## config.mk

```make
export PLATFORM = sky130hd
export DESIGN_NAME = fan_button_pwm_swing_controller_top_flat
export DESIGN_NICKNAME = d
export VERILOG_FILES = /design/src/sv/fbps_pkg.sv /design/src/sv/fbps_in_if.sv /design/src/sv/fbps_out_if.sv /design/src/sv/fbps_cfg.sv /design/src/sv/fbps_button.sv /design/src/sv/fbps_core.sv /design/src/sv/fan_button_pwm_swing_controller_top.sv /design/src/flat_wrapper.sv
export SDC_FILE = /design/constraint.sdc
export NUM_CORES = 1
export LEC_CHECK = 0
export BUFFER_PORTS_ARGS = -buffer_cell sky130_fd_sc_hd__buf_2
export CORE_AREA = 2 2 216 218
export DETAILED_ROUTE_END_ITERATION = 6
export DIE_AREA = 0 0 218 220
export GPL_ROUTABILITY_DRIVEN = 0
export GPL_TIMING_DRIVEN = 0
export SLEW_MARGIN = 5
export SYNTH_ARGS = -nofsm -noshare
export SYNTH_HDL_FRONTEND = slang
export SYNTH_SLANG_ARGS = --single-unit
```

## constraint.sdc

```tcl
create_clock -name clk -period 9.8 [get_ports clk]
set_input_delay 1.96 -clock clk [delete_from_list [all_inputs] [get_ports clk]]
set_output_delay 1.96 -clock clk [all_outputs]
set_load 0.02 [all_outputs]
```

## src/sv/fbps_pkg.sv

```systemverilog
// ----------------------------------------------------------------------------
// fbps_pkg: shared types and constants
// Types, constants and helpers for the fan button / PWM / swing controller.
// ----------------------------------------------------------------------------
package fbps_pkg;

	// Button counters
	localparam int COUNT_LIMIT = 10000;
	localparam int CNT_W       = 14;

	// Fan PWM
	localparam int PWM_SLOTS = 10;
	localparam int SLOT_W    = 4;
	// slot threshold = speed*PWM_SLOTS/100 via reciprocal of 100 (2^20 scale)
	localparam int PWM_RECIP = 10486;
	localparam int PWM_MULT  = PWM_SLOTS * PWM_RECIP;
	localparam int PWM_SHIFT = 20;
	localparam int THR_W     = 5;
	localparam int PWM_PROD_W = PWM_SHIFT + THR_W;

	// Swing stepper
	localparam int SWING_DIVIDE = 5;
	localparam int DIV_W        = 3;
	localparam int STEP_TICK    = 1 % SWING_DIVIDE;
	localparam int SWEEP_W      = 10;
	// sweep = 142*angle/100 via reciprocal of 100 (2^24 scale)
	localparam int SWEEP_RECIP  = 167773;
	localparam int SWEEP_MULT   = 142 * SWEEP_RECIP;
	localparam int SWEEP_SHIFT  = 24;
	localparam int SWEEP_PROD_W = 34;

	// Speed
	localparam int SPEED_W     = 7;
	localparam int SPEED_MAX   = 99;
	localparam int SPEED_RESET = 49;

	// Coil patterns
	localparam logic [3:0] COIL_IDLE  = 4'hF;
	localparam logic [3:0] COIL_FWD_A = 4'h1;
	localparam logic [3:0] COIL_FWD_B = 4'h4;
	localparam logic [3:0] COIL_BWD_A = 4'h2;
	localparam logic [3:0] COIL_BWD_B = 4'h8;

	// Configuration registers
	localparam int CFG_ADDR_W = 5;
	localparam int CFG_DATA_W = 32;

	localparam int STEP_RESET    = 10;
	localparam int ANGLE_RESET   = 120;
	localparam int PRESS_RESET   = 5;
	localparam int LONG_RESET    = 80;
	localparam int RELEASE_RESET = 5;
	localparam int SWEEP_RESET   = (142 * ANGLE_RESET) / 100;

	typedef enum logic [2:0] {
		REG_SPEED_STEP    = 3'd0,
		REG_SWING_ANGLE   = 3'd1,
		REG_PRESS_TICKS   = 3'd2,
		REG_LONG_TICKS    = 3'd3,
		REG_RELEASE_TICKS = 3'd4
	} reg_index_t;

	typedef enum logic [2:0] {
		CLS_RELEASED = 3'b001,
		CLS_PRESS    = 3'b010,
		CLS_LONG     = 3'b100
	} press_class_t;

	typedef enum logic [1:0] {
		MODE_INFO  = 2'd0,
		MODE_FAN   = 2'd1,
		MODE_SWING = 2'd2
	} menu_mode_t;

	typedef struct packed {
		logic [6:0]         speed_step;
		logic [8:0]         swing_angle;
		logic [7:0]         press_ticks;
		logic [CNT_W-1:0]   long_ticks;
		logic [7:0]         release_ticks;
		logic [SWEEP_W-1:0] sweep_full;
		logic [SWEEP_W-1:0] sweep_half;
	} cfg_t;

	typedef struct packed {
		logic fire;
		logic is_long;
	} btn_evt_t;

	typedef struct packed {
		logic op_button_low;
		logic up_button_low;
		logic down_button_low;
	} in_item_t;

	typedef struct packed {
		logic               fan_drive;
		logic [3:0]         coil_pattern;
		logic [1:0]         menu_mode;
		logic               fan_on;
		logic               swing_on;
		logic [SPEED_W-1:0] speed_level;
	} out_item_t;

	typedef struct packed {
		logic               run;
		logic [SWEEP_W-1:0] steps;
		logic [SWEEP_W-1:0] paused;
		logic [3:0]         coils;
	} swing_t;

	// Start resumes the paused count (half a sweep when none is left), stop parks it.
	function automatic swing_t toggle_swing(swing_t cur, logic [SWEEP_W-1:0] half);
		swing_t nxt;
		nxt = cur;
		if (!cur.run) begin
			if (cur.paused == '0) begin
				nxt.paused = half;
			end
			nxt.steps = nxt.paused;
		end else begin
			nxt.paused = cur.steps;
			nxt.steps  = '0;
			nxt.coils  = COIL_IDLE;
		end
		nxt.run = !cur.run;
		return nxt;
	endfunction

	function automatic menu_mode_t next_mode(menu_mode_t m);
		menu_mode_t r;
		case (m)
			MODE_INFO: r = MODE_FAN;
			MODE_FAN:  r = MODE_SWING;
			default:   r = MODE_INFO;
		endcase
		return r;
	endfunction

endpackage

```

## src/sv/fbps_in_if.sv

```systemverilog
// ----------------------------------------------------------------------------
// fbps_in_if: tick request channel
// Valid/ready channel carrying the three active-low button levels.
// ----------------------------------------------------------------------------
interface fbps_in_if;
	logic valid;
	logic ready;
	logic op_button_low;
	logic up_button_low;
	logic down_button_low;

	modport source (
		output valid, op_button_low, up_button_low, down_button_low,
		input  ready
	);
	modport sink (
		input  valid, op_button_low, up_button_low, down_button_low,
		output ready
	);
endinterface

```

## src/sv/fbps_out_if.sv

```systemverilog
// ----------------------------------------------------------------------------
// fbps_out_if: result channel
// Valid/ready channel carrying the controller state after each tick.
// ----------------------------------------------------------------------------
interface fbps_out_if;
	logic                        valid;
	logic                        ready;
	logic                        fan_drive;
	logic [3:0]                  coil_pattern;
	logic [1:0]                  menu_mode;
	logic                        fan_on;
	logic                        swing_on;
	logic [fbps_pkg::SPEED_W-1:0] speed_level;

	modport source (
		output valid, fan_drive, coil_pattern, menu_mode, fan_on, swing_on, speed_level,
		input  ready
	);
	modport sink (
		input  valid, fan_drive, coil_pattern, menu_mode, fan_on, swing_on, speed_level,
		output ready
	);
endinterface

```

## src/sv/fbps_cfg.sv

```systemverilog
// ----------------------------------------------------------------------------
// fbps_cfg: configuration registers
// APB register file plus the registered sweep length derived from the angle.
// ----------------------------------------------------------------------------
module fbps_cfg (
	input  logic                              clk,
	input  logic                              arst_n,
	input  logic                              psel,
	input  logic                              penable,
	input  logic                              pwrite,
	input  logic [fbps_pkg::CFG_ADDR_W-1:0]   paddr,
	input  logic [fbps_pkg::CFG_DATA_W-1:0]   pwdata,
	output logic [fbps_pkg::CFG_DATA_W-1:0]   prdata,
	output fbps_pkg::cfg_t                    cfg
);

	logic [6:0]                       speed_step_q;
	logic [8:0]                       swing_angle_q;
	logic [7:0]                       press_ticks_q;
	logic [fbps_pkg::CNT_W-1:0]       long_ticks_q;
	logic [7:0]                       release_ticks_q;
	logic [fbps_pkg::SWEEP_W-1:0]     sweep_q;
	logic [fbps_pkg::SWEEP_PROD_W-1:0] sweep_prod;
	fbps_pkg::reg_index_t             idx;
	logic                             wr;

	assign idx = fbps_pkg::reg_index_t'(paddr[fbps_pkg::CFG_ADDR_W-1:2]);
	assign wr  = psel && penable && pwrite;

	always_ff @(posedge clk or negedge arst_n) begin
		if (!arst_n) begin
			speed_step_q    <= 7'(fbps_pkg::STEP_RESET);
			swing_angle_q   <= 9'(fbps_pkg::ANGLE_RESET);
			press_ticks_q   <= 8'(fbps_pkg::PRESS_RESET);
			long_ticks_q    <= fbps_pkg::CNT_W'(fbps_pkg::LONG_RESET);
			release_ticks_q <= 8'(fbps_pkg::RELEASE_RESET);
		end else if (wr) begin
			case (idx)
				fbps_pkg::REG_SPEED_STEP:    speed_step_q    <= pwdata[6:0];
				fbps_pkg::REG_SWING_ANGLE:   swing_angle_q   <= pwdata[8:0];
				fbps_pkg::REG_PRESS_TICKS:   press_ticks_q   <= pwdata[7:0];
				fbps_pkg::REG_LONG_TICKS:    long_ticks_q    <= pwdata[fbps_pkg::CNT_W-1:0];
				fbps_pkg::REG_RELEASE_TICKS: release_ticks_q <= pwdata[7:0];
				default: ;
			endcase
		end
	end

	// 142*angle/100 by reciprocal multiply; sweep_q registers it from the stored angle
	assign sweep_prod = fbps_pkg::SWEEP_PROD_W'(swing_angle_q)
		* fbps_pkg::SWEEP_PROD_W'(fbps_pkg::SWEEP_MULT);

	always_ff @(posedge clk or negedge arst_n) begin
		if (!arst_n) begin
			sweep_q <= fbps_pkg::SWEEP_W'(fbps_pkg::SWEEP_RESET);
		end else begin
			sweep_q <= sweep_prod[fbps_pkg::SWEEP_SHIFT +: fbps_pkg::SWEEP_W];
		end
	end

	always_comb begin
		case (idx)
			fbps_pkg::REG_SPEED_STEP:    prdata = fbps_pkg::CFG_DATA_W'(speed_step_q);
			fbps_pkg::REG_SWING_ANGLE:   prdata = fbps_pkg::CFG_DATA_W'(swing_angle_q);
			fbps_pkg::REG_PRESS_TICKS:   prdata = fbps_pkg::CFG_DATA_W'(press_ticks_q);
			fbps_pkg::REG_LONG_TICKS:    prdata = fbps_pkg::CFG_DATA_W'(long_ticks_q);
			fbps_pkg::REG_RELEASE_TICKS: prdata = fbps_pkg::CFG_DATA_W'(release_ticks_q);
			default:                     prdata = '0;
		endcase
	end

	assign cfg.speed_step    = speed_step_q;
	assign cfg.swing_angle   = swing_angle_q;
	assign cfg.press_ticks   = press_ticks_q;
	assign cfg.long_ticks    = long_ticks_q;
	assign cfg.release_ticks = release_ticks_q;
	assign cfg.sweep_full    = sweep_q;
	assign cfg.sweep_half    = sweep_q >> 1;

endmodule

```

## src/sv/fbps_button.sv

```systemverilog
// ----------------------------------------------------------------------------
// fbps_button: button classifier
// Saturating low/high tick counters; flags a press or long press on release.
// ----------------------------------------------------------------------------
module fbps_button (
	input  logic                 clk,
	input  logic                 arst_n,
	input  logic                 advance,
	input  logic                 level,
	input  fbps_pkg::cfg_t       cfg,
	output fbps_pkg::btn_evt_t   evt
);

	logic [fbps_pkg::CNT_W-1:0] low_q;
	logic [fbps_pkg::CNT_W-1:0] high_q;
	fbps_pkg::press_class_t     class_q;

	logic [fbps_pkg::CNT_W-1:0] low_d;
	logic [fbps_pkg::CNT_W-1:0] high_d;
	fbps_pkg::press_class_t     class_d;
	fbps_pkg::press_class_t     cls;
	logic                       armed;

	always_comb begin
		armed = low_q > fbps_pkg::CNT_W'(cfg.press_ticks);
		cls   = (low_q > cfg.long_ticks) ? fbps_pkg::CLS_LONG : fbps_pkg::CLS_PRESS;
		evt.fire    = level && armed && (cls != class_q);
		evt.is_long = cls == fbps_pkg::CLS_LONG;

		low_d   = low_q;
		high_d  = high_q;
		class_d = class_q;
		if (!level) begin
			if (low_q < fbps_pkg::CNT_W'(fbps_pkg::COUNT_LIMIT)) begin
				low_d = low_q + 1'b1;
			end
			high_d = '0;
		end else begin
			if (evt.fire) begin
				class_d = cls;
			end
			if (high_q < fbps_pkg::CNT_W'(fbps_pkg::COUNT_LIMIT)) begin
				high_d = high_q + 1'b1;
			end
			// re-arm once the pin has stayed high long enough
			if (high_d > fbps_pkg::CNT_W'(cfg.release_ticks)) begin
				class_d = fbps_pkg::CLS_RELEASED;
				low_d   = '0;
			end
		end
	end

	always_ff @(posedge clk or negedge arst_n) begin
		if (!arst_n) begin
			low_q   <= '0;
			high_q  <= '0;
			class_q <= fbps_pkg::CLS_RELEASED;
		end else if (advance) begin
			low_q   <= low_d;
			high_q  <= high_d;
			class_q <= class_d;
		end
	end

endmodule

```

## src/sv/fbps_core.sv

```systemverilog
// ----------------------------------------------------------------------------
// fbps_core: menu, fan PWM and swing stepper
// Applies the button events of one tick; its state registers are the result.
// ----------------------------------------------------------------------------
module fbps_core (
	input  logic                 clk,
	input  logic                 arst_n,
	input  logic                 advance,
	input  fbps_pkg::btn_evt_t   evt_op,
	input  fbps_pkg::btn_evt_t   evt_up,
	input  fbps_pkg::btn_evt_t   evt_down,
	input  fbps_pkg::cfg_t       cfg,
	output fbps_pkg::out_item_t  result
);

	fbps_pkg::menu_mode_t            mode_q, mode_d;
	logic [fbps_pkg::SPEED_W-1:0]    speed_q, speed_d;
	logic                            power_q, power_d;
	logic                            pin_q, pin_d;
	logic [fbps_pkg::SLOT_W-1:0]     slot_q, slot_d;
	fbps_pkg::swing_t                swing_q, swing_d;
	logic                            dir_q, dir_d;
	logic                            phase_q, phase_d;
	logic [fbps_pkg::DIV_W-1:0]      div_q, div_d;

	logic [fbps_pkg::SPEED_W:0]      speed_sum;
	logic [fbps_pkg::PWM_PROD_W-1:0] pwm_prod;
	logic [fbps_pkg::THR_W-1:0]      pwm_thr;

	always_comb begin
		mode_d  = mode_q;
		speed_d = speed_q;
		power_d = power_q;
		slot_d  = slot_q;
		pin_d   = pin_q;
		swing_d = swing_q;
		dir_d   = dir_q;
		phase_d = phase_q;
		div_d   = div_q;

		// mode button
		if (evt_op.fire) begin
			if (evt_op.is_long) begin
				mode_d = (mode_q == fbps_pkg::MODE_INFO) ? fbps_pkg::next_mode(mode_q)
					: fbps_pkg::MODE_INFO;
			end else if (mode_q == fbps_pkg::MODE_INFO) begin
				power_d = !power_q;
			end else begin
				mode_d = fbps_pkg::next_mode(mode_q);
			end
		end

		// up button, then down button, both in the mode left by the mode button
		speed_sum = {1'b0, speed_d} + {1'b0, cfg.speed_step};
		if (evt_up.fire) begin
			case (mode_d)
				fbps_pkg::MODE_FAN: begin
					speed_d = (speed_sum >= (fbps_pkg::SPEED_W + 1)'(fbps_pkg::SPEED_MAX))
						? fbps_pkg::SPEED_W'(fbps_pkg::SPEED_MAX) : speed_sum[fbps_pkg::SPEED_W-1:0];
				end
				fbps_pkg::MODE_SWING: swing_d = fbps_pkg::toggle_swing(swing_d, cfg.sweep_half);
				default: ;
			endcase
		end
		if (evt_down.fire) begin
			case (mode_d)
				fbps_pkg::MODE_FAN: begin
					if (speed_d > cfg.speed_step) begin
						speed_d = speed_d - cfg.speed_step;
					end
				end
				fbps_pkg::MODE_SWING: swing_d = fbps_pkg::toggle_swing(swing_d, cfg.sweep_half);
				default: ;
			endcase
		end

		// fan PWM, threshold speed*slots/100 by reciprocal multiply
		pwm_prod = fbps_pkg::PWM_PROD_W'(speed_d) * fbps_pkg::PWM_PROD_W'(fbps_pkg::PWM_MULT);
		pwm_thr  = pwm_prod[fbps_pkg::PWM_SHIFT +: fbps_pkg::THR_W];
		if (!power_d) begin
			pin_d = 1'b0;
		end else begin
			slot_d = (slot_q == fbps_pkg::SLOT_W'(fbps_pkg::PWM_SLOTS - 1)) ? '0 : slot_q + 1'b1;
			pin_d  = fbps_pkg::THR_W'(slot_d) <= pwm_thr;
		end

		// swing stepper
		if (swing_d.run) begin
			div_d = (div_q == fbps_pkg::DIV_W'(fbps_pkg::SWING_DIVIDE - 1)) ? '0 : div_q + 1'b1;
			if (div_d == fbps_pkg::DIV_W'(fbps_pkg::STEP_TICK) && swing_d.steps != '0) begin
				if (!dir_q) begin
					swing_d.coils = phase_q ? fbps_pkg::COIL_FWD_B : fbps_pkg::COIL_FWD_A;
				end else begin
					swing_d.coils = phase_q ? fbps_pkg::COIL_BWD_B : fbps_pkg::COIL_BWD_A;
				end
				phase_d       = !phase_q;
				swing_d.steps = swing_d.steps - 1'b1;
				if (swing_d.steps == '0) begin
					dir_d         = !dir_q;
					swing_d.steps = cfg.sweep_full;
				end
			end
		end
	end

	always_ff @(posedge clk or negedge arst_n) begin
		if (!arst_n) begin
			mode_q  <= fbps_pkg::MODE_INFO;
			speed_q <= fbps_pkg::SPEED_W'(fbps_pkg::SPEED_RESET);
			power_q <= 1'b0;
			pin_q   <= 1'b0;
			slot_q  <= '0;
			swing_q <= '{run: 1'b0, steps: '0, paused: '0, coils: fbps_pkg::COIL_IDLE};
			dir_q   <= 1'b0;
			phase_q <= 1'b0;
			div_q   <= '0;
		end else if (advance) begin
			mode_q  <= mode_d;
			speed_q <= speed_d;
			power_q <= power_d;
			pin_q   <= pin_d;
			slot_q  <= slot_d;
			swing_q <= swing_d;
			dir_q   <= dir_d;
			phase_q <= phase_d;
			div_q   <= div_d;
		end
	end

	assign result.fan_drive    = pin_q;
	assign result.coil_pattern = swing_q.coils;
	assign result.menu_mode    = mode_q;
	assign result.fan_on       = power_q;
	assign result.swing_on     = swing_q.run;
	assign result.speed_level  = speed_q;

endmodule

```

## src/sv/fan_button_pwm_swing_controller_top.sv

```systemverilog
// ----------------------------------------------------------------------------
// fan_button_pwm_swing_controller_top: fan controller top level
// Button scan, fan PWM and swing stepper, one 10 ms tick per request.
// ----------------------------------------------------------------------------
// Usage:
//  - in_ch carries one tick request: the three active-low button pin levels.
//  - out_ch returns one result per tick: fan pin, coil pattern, menu mode,
//    fan power, swing state and speed setting after that tick.
//  - APB port holds speed_step, swing_angle, press_ticks, long_ticks and
//    release_ticks at byte addresses 0, 4, 8, 12, 16. Write only while idle.
//  - Path: a request waits in the input register, then one pass of logic moves
//    it into the state/result registers once the result slot is free.
//  - Throughput: one request per clock unless out_ch stalls. The input register
//    takes a new request while the previous result waits for out_ch.ready.
//  - A stalled receiver holds the result; the input register then fills and
//    in_ch.ready drops until the result is taken.
//  - Reset (arst_n low) clears all counters and state, restores the register
//    defaults and empties both stages. No clearing pass is needed.
// ----------------------------------------------------------------------------
module fan_button_pwm_swing_controller_top (
	input  logic                            clk,
	input  logic                            arst_n,
	fbps_in_if.sink                         in_ch,
	fbps_out_if.source                      out_ch,
	input  logic                            psel,
	input  logic                            penable,
	input  logic                            pwrite,
	input  logic [fbps_pkg::CFG_ADDR_W-1:0] paddr,
	input  logic [fbps_pkg::CFG_DATA_W-1:0] pwdata,
	output logic [fbps_pkg::CFG_DATA_W-1:0] prdata,
	output logic                            pready
);

	fbps_pkg::cfg_t      cfg;
	fbps_pkg::in_item_t  item_s1;
	logic                valid_s1;
	logic                valid_s2;
	logic                advance;
	fbps_pkg::btn_evt_t  evt_op, evt_up, evt_down;
	fbps_pkg::out_item_t result;

	assign pready = 1'b1;

	// the result slot frees when empty or when the receiver takes it
	assign advance     = valid_s1 && (!valid_s2 || out_ch.ready);
	assign in_ch.ready = !valid_s1 || advance;

	// input register
	always_ff @(posedge clk or negedge arst_n) begin
		if (!arst_n) begin
			valid_s1 <= 1'b0;
		end else if (in_ch.valid && in_ch.ready) begin
			valid_s1 <= 1'b1;
		end else if (advance) begin
			valid_s1 <= 1'b0;
		end
	end

	// payload only, no reset
	always_ff @(posedge clk) begin
		if (in_ch.valid && in_ch.ready) begin
			item_s1 <= '{op_button_low:   in_ch.op_button_low,
			             up_button_low:   in_ch.up_button_low,
			             down_button_low: in_ch.down_button_low};
		end
	end

	// result valid; the payload is the core's state, which moves only on advance
	always_ff @(posedge clk or negedge arst_n) begin
		if (!arst_n) begin
			valid_s2 <= 1'b0;
		end else if (advance) begin
			valid_s2 <= 1'b1;
		end else if (out_ch.ready) begin
			valid_s2 <= 1'b0;
		end
	end

	fbps_cfg u_cfg (
		.clk     (clk),
		.arst_n  (arst_n),
		.psel    (psel),
		.penable (penable),
		.pwrite  (pwrite),
		.paddr   (paddr),
		.pwdata  (pwdata),
		.prdata  (prdata),
		.cfg     (cfg)
	);

	// one classifier per button: mode, up, down
	fbps_button u_scan_op (
		.clk     (clk),
		.arst_n  (arst_n),
		.advance (advance),
		.level   (item_s1.op_button_low),
		.cfg     (cfg),
		.evt     (evt_op)
	);

	fbps_button u_scan_up (
		.clk     (clk),
		.arst_n  (arst_n),
		.advance (advance),
		.level   (item_s1.up_button_low),
		.cfg     (cfg),
		.evt     (evt_up)
	);

	fbps_button u_scan_dn (
		.clk     (clk),
		.arst_n  (arst_n),
		.advance (advance),
		.level   (item_s1.down_button_low),
		.cfg     (cfg),
		.evt     (evt_down)
	);

	// menu, fan PWM, stepper; events apply in mode, up, down order
	fbps_core u_core (
		.clk      (clk),
		.arst_n   (arst_n),
		.advance  (advance),
		.evt_op   (evt_op),
		.evt_up   (evt_up),
		.evt_down (evt_down),
		.cfg      (cfg),
		.result   (result)
	);

	assign out_ch.valid        = valid_s2;
	assign out_ch.fan_drive    = result.fan_drive;
	assign out_ch.coil_pattern = result.coil_pattern;
	assign out_ch.menu_mode    = result.menu_mode;
	assign out_ch.fan_on       = result.fan_on;
	assign out_ch.swing_on     = result.swing_on;
	assign out_ch.speed_level  = result.speed_level;

endmodule

```

## src/flat_wrapper.sv

```systemverilog
// flat-port wrapper written by rule: the top's interface ports become plain ports
module fan_button_pwm_swing_controller_top_flat 
  (clk, arst_n, psel, penable, pwrite, paddr, pwdata, prdata, pready, in_ch_valid, in_ch_op_button_low, in_ch_up_button_low, in_ch_down_button_low, in_ch_ready, out_ch_valid, out_ch_fan_drive, out_ch_coil_pattern, out_ch_menu_mode, out_ch_fan_on, out_ch_swing_on, out_ch_speed_level, out_ch_ready);
  fbps_in_if in_ch_i ();
  fbps_out_if out_ch_i ();
  input  logic clk;
  input  logic arst_n;
  input  logic psel;
  input  logic penable;
  input  logic pwrite;
  input  logic [fbps_pkg::CFG_ADDR_W-1:0] paddr;
  input  logic [fbps_pkg::CFG_DATA_W-1:0] pwdata;
  output logic [fbps_pkg::CFG_DATA_W-1:0] prdata;
  output logic pready;
  input wire logic [$bits(in_ch_i.valid)-1:0] in_ch_valid;
  input wire logic [$bits(in_ch_i.op_button_low)-1:0] in_ch_op_button_low;
  input wire logic [$bits(in_ch_i.up_button_low)-1:0] in_ch_up_button_low;
  input wire logic [$bits(in_ch_i.down_button_low)-1:0] in_ch_down_button_low;
  output wire logic [$bits(in_ch_i.ready)-1:0] in_ch_ready;
  output wire logic [$bits(out_ch_i.valid)-1:0] out_ch_valid;
  output wire logic [$bits(out_ch_i.fan_drive)-1:0] out_ch_fan_drive;
  output wire logic [$bits(out_ch_i.coil_pattern)-1:0] out_ch_coil_pattern;
  output wire logic [$bits(out_ch_i.menu_mode)-1:0] out_ch_menu_mode;
  output wire logic [$bits(out_ch_i.fan_on)-1:0] out_ch_fan_on;
  output wire logic [$bits(out_ch_i.swing_on)-1:0] out_ch_swing_on;
  output wire logic [$bits(out_ch_i.speed_level)-1:0] out_ch_speed_level;
  input wire logic [$bits(out_ch_i.ready)-1:0] out_ch_ready;
  assign in_ch_i.valid = in_ch_valid;
  assign in_ch_i.op_button_low = in_ch_op_button_low;
  assign in_ch_i.up_button_low = in_ch_up_button_low;
  assign in_ch_i.down_button_low = in_ch_down_button_low;
  assign in_ch_ready = in_ch_i.ready;
  assign out_ch_valid = out_ch_i.valid;
  assign out_ch_fan_drive = out_ch_i.fan_drive;
  assign out_ch_coil_pattern = out_ch_i.coil_pattern;
  assign out_ch_menu_mode = out_ch_i.menu_mode;
  assign out_ch_fan_on = out_ch_i.fan_on;
  assign out_ch_swing_on = out_ch_i.swing_on;
  assign out_ch_speed_level = out_ch_i.speed_level;
  assign out_ch_i.ready = out_ch_ready;
  fan_button_pwm_swing_controller_top u_core (.clk(clk), .arst_n(arst_n), .in_ch(in_ch_i), .out_ch(out_ch_i), .psel(psel), .penable(penable), .pwrite(pwrite), .paddr(paddr), .pwdata(pwdata), .prdata(prdata), .pready(pready));
endmodule
```

==> Yosys cells after proc, flatten, opt, wreduce, memory -nomap -nowiden <==
Cells that the tools add are included.
{ "totals": {"word_cells": 196, "latchBits": 0, "in_bits": 47, "n_memories": 0, "output_inout_bits": 51, "reg_bits": 199, "romBits": 0, "mem_bits_rw": 0} }
{ "classes": {"n_bitwise": 0, "mul": 2, "shift": 0, "eq_ne": 17, "addsub": 11, "n_reduce_logical": 49, "n_lt_le_gt_ge": 18, "div": 0, "muxes": 67} }
{ "ops": {"columns": ["operator", "count"], "rows": [
  ["$mux 14", 18],
  ["$mux 25", 4],
  ["$add 14x1->14 const B", 6],
  ["$gt 14x8->1", 6],
  ["$lt 14x14->1 const B", 6],
  ["$pmux 14 s5", 1],
  ["$mux 10", 5],
  ["$gt 14x14->1", 3],
  ["$mux 7", 6],
  ["$mux 20", 2],
  ["$mul 9x24->33 const B", 1],
  ["$mux 3", 11],
  ["$logic_not 10->1", 3],
  ["$mux 4", 7],
  ["$mul 7x15->22 const B", 1],
  ["$reduce_and 3->1", 7],
  ["$reduce_bool 2->1", 8],
  ["$reduce_and 2->1", 7],
  ["$logic_and 1x1->1", 11],
  ["$reduce_bool 10->1", 1],
  ["$sub 10x1->10 const B", 1],
  ["$eq 3x3->1 const B", 3],
  ["$mux 1", 9],
  ["$ne 3x3->1", 3],
  ["19 further kinds", 34]
]} }

==> Longest topological paths before layout <==
{ "depth": {"depth_word": 18, "depth_mapped": 52} }

==> Cells and area by module <==
A second synthesis with hierarchy kept.
{ "hier_totals": {"cells_unflattened": 2259, "hier_area_um2": 19987.9} }
{ "by_module_without_submodules": {"columns": ["module", "cells_per_inst", "area_per_inst_um2", "n_inst"], "rows": [
  ["fbps_core", 712, 5850.6, 1],
  ["fbps_cfg", 562, 5710.5, 1],
  ["fbps_button at u_core.u_scan_dn ...", 320, 2715.1, 2],
  ["fbps_button at u_core.u_scan_up", 332, 2791.4, 1],
  ["fan_button_pwm_swing_controller_top", 13, 205.2, 1]
]} }

==> Worst setup path before layout <==
No wires, ideal clock.
{ "synth_timing": {"path_kind": "flip-flop to flip-flop", "from": "register u_core.u_cfg.long_ticks_q[4] (netlist name)", "to": "register u_core.u_core.pin_q", "stages_incl_launch_ff": 51, "path_buffers": 2, "setup_time_ns": 0.083, "arrival_ns": 8.944, "required_ns": 9.717, "path_slack_ns": 0.773, "cell_sequence": "dfstp_2 > inv_1 > ha_1 > and4_4 > o21a_1 > o31a_1 > o31a_1 > buf_2 > a2bb2oi_1 > a21oi_1 > nand2_1 > a2bb2oi_1 > ha_1 > nor2b_1 > o21ai_0 > a21boi_0 > o21ai_0 > nand2b_1 > [... 15 more ...] > inv_1 > ha_1 > a21oi_1 > o21ai_0 > a221oi_1 > o31a_1 > o21ai_0 > nand2_1 > nand2b_1 > a21oi_1 > xor2_1 > ha_1 > nor2b_1 > o21ai_0 > nand2b_1 > a21oi_1 > a41oi_1 > o21ai_0"} }
{ "synth_via": {"elab_chain_len": 15, "elab_cells_between_ends": 28, "classes_between": "add/sub (1); mul (1); order compare (5); eq/ne (5); mux (13); reduce/logical (3)"} }
{ "synth_lines": {"columns": ["element", "line", "source"], "rows": [
  ["from (decl)", "fbps_cfg.sv:20", "logic [fbps_pkg::CNT_W-1:0] long_ticks_q;"],
  ["from (signal assigned)", "fbps_cfg.sv:35", "long_ticks_q <= fbps_pkg::CNT_W'(fbps_pkg::LONG_RESET);"],
  ["from (signal assigned)", "fbps_cfg.sv:42", "fbps_pkg::REG_LONG_TICKS: long_ticks_q <= pwdata[fbps_pkg::CNT_W-1:0];"],
  ["$gt 14x14->1", "fbps_button.sv:26", "cls = (low_q > cfg.long_ticks) ? fbps_pkg::CLS_LONG : fbps_pkg::CLS_PRESS;"],
  ["$mux 3", "fbps_button.sv:26", null],
  ["$eq 3x3->1 / $ne 3x3->1 (equally long branches)", "fbps_button.sv:28, fbps_button.sv:27", null],
  ["$mux 2 / $logic_and 1x1->1 (equally long branches)", "fbps_core.sv:43, fbps_button.sv:27", null],
  ["$mux 2", "fbps_core.sv:42", "if (evt_op.fire) begin"],
  ["$eq 2x1->1", "fbps_core.sv:56, fbps_core.sv:66", null],
  ["$mux 7", "fbps_core.sv:56", "case (mode_d)"],
  ["$mux 7", "fbps_core.sv:55", "if (evt_up.fire) begin"],
  ["$sub 7x7->7 / $gt 7x7->1 (equally long branches)", "fbps_core.sv:69, fbps_core.sv:68", null],
  ["$mux 7", "fbps_core.sv:68", "if (speed_d > cfg.speed_step) begin"],
  ["$mux 7", "fbps_core.sv:66", "case (mode_d)"],
  ["$mux 7 (*)", "fbps_core.sv:65", "if (evt_down.fire) begin"],
  ["via u_core.u_core.speed_d (one bit)", "fbps_core.sv:17", "logic [fbps_pkg::SPEED_W-1:0] speed_q, speed_d;"],
  ["$mul 7x15->22 (*)", "fbps_core.sv:78", "pwm_prod = fbps_pkg::PWM_PROD_W'(speed_d) * fbps_pkg::PWM_PROD_W'(fbps_pkg::PWM_MULT);"],
  ["$le 4x4->1 (*)", "fbps_core.sv:84", "pin_d = fbps_pkg::THR_W'(slot_d) <= pwm_thr;"],
  ["$mux 1 (*)", "fbps_core.sv:80", "if (!power_d) begin"],
  ["to (signal assigned)", "fbps_core.sv:121", "pin_q <= pin_d;"],
  ["to (decl)", "fbps_core.sv:19", "logic pin_q, pin_d;"]
]} }
The timed path passes the listed nets; every way through them passes the cells marked *.
A chain may end at the register's enable or synchronous reset.

==> Worst setup path after layout <==
Ends and elaborated chain as after synthesis.

==> flow_summary.rst <==
.. list-table::
   :header-rows: 1

   * - Metric
     - Value
   * - Final net count
     - 2,505
   * - Number of max-slew violations in the final report
     - 0
   * - Worst voltage drop across the vdd grid
     - 520 µV
   * - DIE HEIGHT
     - 220 µm
   * - Count of different cell masters after synthesis
     - 90
   * - Slowest-stage cell, CP
     - sky130_fd_sc_hd__dfstp_2
   * - Tot GR Track Use
     - 0.215
   * - Worst skew pair latency
     - 0.46 ns
   * - Crit Reg-Reg Endpoint
     - u_core.u_core.pin_q
   * - Crit. End Element
     - flip-flop
   * - CTS clock-pin slew for the worst setup and hold paths
     - 0.08 ns
   * - Register-to-register path setup slack
     - 0.52 ns
   * - Cell depth of the worst flop-to-flop path
     - 50
   * - Routed length per placed instance
     - 18.5 µm
   * - Fin. Hold Viols
     - 0
   * - Share of synthesized area occupied by flip-flops and latches
     - 0.280
   * - Wire length of the first global-routing pass
     - 81,200 µm
   * - Maximum number of pins on one net before global-route repair
     - 109
   * - Number of buffers added by the clock tree synthesis step
     - 17
   * - Number of antenna cells inserted
     - 0
   * - Final non-filler cell total
     - 2,774
   * - Kind of cell adding the most delay to the critical path
     - compound AO/OA/AOI/OAI gates
   * - Register area
     - 5030 µm²
   * - Top library cells by usage in the layout, fill and taps aside
     - 232 x sky130_fd_sc_hd__ha_1, 201 x sky130_fd_sc_hd__nand2_1, 191 x sky130_fd_sc_hd__inv_1
   * - Most common cell after layout, fill and taps aside
     - sky130_fd_sc_hd__ha_1
   * - Kind of launch point of the worst setup path
     - flip-flop
   * - Count of filler cells inserted in the layout
     - 4,541
   * - Initial antenna violation count
     - 0
   * - Share of synthesized flip-flops with an asynchronous set or reset
     - 0.985
   * - Post-route core utilization
     - 0.439
   * - Die W
     - 218 µm
   * - Register share of total power
     - 0.254
   * - #FFs+latches synth
     - 199
   * - Vias
     - 15,386
   * - Total power consumption of the routed design
     - 4.51 mW
   * - Reg-to-reg critical path startpoint
     - u_core.u_cfg.long_ticks_q[4]
   * - Leakage power summed over all cells
     - 9.82 nW
   * - CP Data Required Time
     - 10.18 ns
   * - Relative contribution of combinational cells to total power
     - 0.578
   * - Floorplan core area
     - 45,900 µm²
   * - Max FO, Critical Path
     - 5
   * - Share of the cycle needed by the critical path after routing
     - 0.947
   * - Power density over the cells
     - 224 nW/µm²
   * - Initial core utilization
     - 0.392
   * - Number of clock sinks
     - 199
   * - Worst rel slew slack
     - 0.252
   * - Crit path depth
     - 50
   * - Actual slew at the worst max-slew pin
     - 1.11 ns
   * - Fin crit period
     - 9.28 ns
   * - Worst path arrival time
     - 9.66 ns
   * - Capture point of the critical path
     - u_core.u_core.pin_q
   * - Sw Share
     - 0.455
   * - Type of the worst setup path
     - reg -> reg
   * - Master cell of the clock root buffer
     - sky130_fd_sc_hd__clkbuf_16
   * - Via count of the first global-routing pass
     - 14,892
   * - Pre-Repair DR Iteration Count
     - 6
   * - I/O Pins
     - 98
   * - Synthesized instance count
     - 2,040
   * - Worst hold margin
     - 0.505 ns
   * - Internal power component
     - 2.46 mW
   * - Placed Cells incl. Taps
     - 2,723
   * - Number of buffers and inverters on the critical path
     - 8
   * - Mean cell area of the mapped netlist
     - 8.81 µm²
   * - Die Footprint
     - 48,000 µm²
   * - Most common flop cell mapped by yosys
     - sky130_fd_sc_hd__dfrtp_1
   * - Total congestion overflow
     - 0
   * - Clock H-tree levels
     - 4
   * - HPWL after detailed placement
     - 39,700 µm
   * - Crit path largest cell delay
     - 0.56 ns
   * - Startpoint of the worst setup timing path
     - u_core.u_cfg.long_ticks_q[4]
   * - Residual DRC
     - 0
   * - Final clock skew
     - 0.0138 ns
   * - Port buffer count
     - 58
   * - Path class of the lowest-slack min-delay path
     - reg -> reg
   * - CTS tree
     - done
   * - Detailed Route Iter0 Violations
     - 1,165
   * - Share of power burned in the clock network
     - 0.169
   * - Fraction of final layout cells with drive strength greater than 1
     - 0.115
   * - Row Count
     - 79
   * - Setup TNS
     - 0 ns
   * - Syn. warnings
     - 0
   * - Highest Clock Rate
     - 108 MHz
   * - Area taken by multi-input logic gates
     - 12,000 µm²
   * - Vias per inst
     - 5.55
   * - Area of the mapped netlist
     - 18,000 µm²
   * - Number of buffers between clock root and the deepest sink
     - 2
   * - Number of flops mapped to enable cells by yosys
     - 3
   * - Area growth from synthesis to layout
     - 11.9%
   * - Outcome
     - complete, no violations
   * - Max-cap violations
     - 0
   * - Antenna Violating Nets Remaining
     - 0
   * - Number of setup violations in the final report
     - 0
   * - Switching pwr
     - 2.05 mW
   * - Drt total wl
     - 51,200 µm
   * - Count of cells along the worst hold path
     - 2
area by class of cell:
type	count	share of cell area
Multi-Input combinational cell	1570	0.597
Buffer	92	0.0234
Clock buffer	20	0.0233
Inverter	195	0.0366
Timing Repair Buffer	79	0.0248
Sequential cell	199	0.250
Tap cell	607	0.0378
Clock inverter	12	0.00690
timing repair:
action / 4_1_cts / 5_1_grt
setup buffers: 3 / 16
setup endpoints to repair: 1 / 1
resized for setup: 12 / 46
cloned: 0 / 1
pin swaps: 2 / 19
hold buffers: 0 / 0
cell usage after synthesis (19+ instances only):
master | count | area (µm²)
sky130_fd_sc_hd__nand3_1 | 60 | 300
sky130_fd_sc_hd__xnor2_1 | 42 | 368
sky130_fd_sc_hd__nor2_1 | 145 | 544
sky130_fd_sc_hd__dfrtp_1 | 170 | 4250
sky130_fd_sc_hd__nand4_1 | 31 | 194
sky130_fd_sc_hd__mux2i_1 | 33 | 330
sky130_fd_sc_hd__nor3_1 | 51 | 255
sky130_fd_sc_hd__a22o_1 | 19 | 166
sky130_fd_sc_hd__and3_1 | 31 | 194
sky130_fd_sc_hd__ha_1 | 234 | 2930
sky130_fd_sc_hd__a21o_1 | 21 | 158
sky130_fd_sc_hd__dfstp_2 | 26 | 683
sky130_fd_sc_hd__nand2b_1 | 22 | 138
sky130_fd_sc_hd__xor2_1 | 37 | 324
sky130_fd_sc_hd__nor4_1 | 19 | 119
sky130_fd_sc_hd__inv_1 | 193 | 724
sky130_fd_sc_hd__nor2b_1 | 22 | 138
sky130_fd_sc_hd__o21a_1 | 21 | 158
sky130_fd_sc_hd__a21oi_1 | 118 | 591
sky130_fd_sc_hd__fa_1 | 70 | 1400
sky130_fd_sc_hd__clkbuf_1 | 54 | 203
sky130_fd_sc_hd__buf_4 | 24 | 180
sky130_fd_sc_hd__o21ai_0 | 139 | 696
sky130_fd_sc_hd__nand2_1 | 202 | 758
sky130_fd_sc_hd__mux2_2 | 26 | 293
state kept, by name, summed over array words and instances (netlist names), 8 cells and up:
signal                        cells
u_core.u_scan_op.high_q          14
u_core.u_cfg.release_ticks_q      8
u_core.u_cfg.sweep_q             10
u_core.u_scan_up.low_q           14
u_core.u_scan_op.low_q           14
u_core.u_scan_dn.low_q           14
u_core.u_scan_up.high_q          14
u_core.u_core.swing_q            20
u_core.u_cfg.swing_angle_q        9
u_core.u_scan_dn.high_q          14
u_core.u_cfg.long_ticks_q        14
u_core.u_cfg.press_ticks_q        8
stage by stage:
stage	worst slack (ns)	cell area [µm²]
4_1_cts	0.00666	19800
2_1_floorplan	0.773	18000
3_3_place_gp	-0.491	19100
6_report	0.521	20100
5_1_grt	-0.0797	20100
3_5_place_dp	-0.755	19100
power groups by stage:
stage	clock, mW	combinational (mW)	sequential, mW
floorplan	0	1.85	1.09
global placement	0	2.48	1.15
detailed placement	0	2.56	1.15
CTS	0.771	2.59	1.14
global route	0.798	3.00	1.16
finish	0.760	2.60	1.14
cell families after synthesis:
group / Yosys count / share of synthesized area
buf+inv: 288 / 0.0662
flops: 199 / 0.280
xor+xnor: 79 / 0.0385
simple gates: 636 / 0.168
compound gates: 471 / 0.170
other cells: 2 / 0.000418
mux: 60 / 0.0355
fa+ha+maj: 305 / 0.241
how the worst min path moves through the flow:
stage | from | endpoint | slack, ns
6_report | u_core.u_core.result[12] | u_core.u_core.result[12] | 0.50
5_1_grt | u_core.u_core.result[12] | u_core.u_core.result[12] | 0.51
4_1_cts | u_core.u_core.result[12] | u_core.u_core.result[12] | 0.51
3_5_place_dp | u_core.u_core.result[12] | u_core.u_core.result[12] | 0.49
3_3_place_gp | u_core.valid_s1 | u_core.out_ch.valid | 0.49
2_1_floorplan | u_core.u_scan_dn.class_q[1] | u_core.u_scan_dn.class_q[1] | 0.47
routing by layer:
layer | global-route usage | routed length, µm | share of wire | vias to the layer above
met4 | 0.0580 | 1120 | 0.022 | 0
met1 | 0.298 | 23600 | 0.46 | 7532
li1 | - | - | - | 7359
met3 | 0.0273 | 2440 | 0.048 | 63
met5 | 0 | 0 | 0 | -
met2 | 0.353 | 24000 | 0.47 | 432
worst min-delay path, stage by stage (launching register included):
cell and delay [ns]:
sky130_fd_sc_hd__dfstp_2 0.37, sky130_fd_sc_hd__nor2_1 0.09, sky130_fd_sc_hd__a21oi_1 0.04
Note: power is estimated with default switching activity, not from simulation.
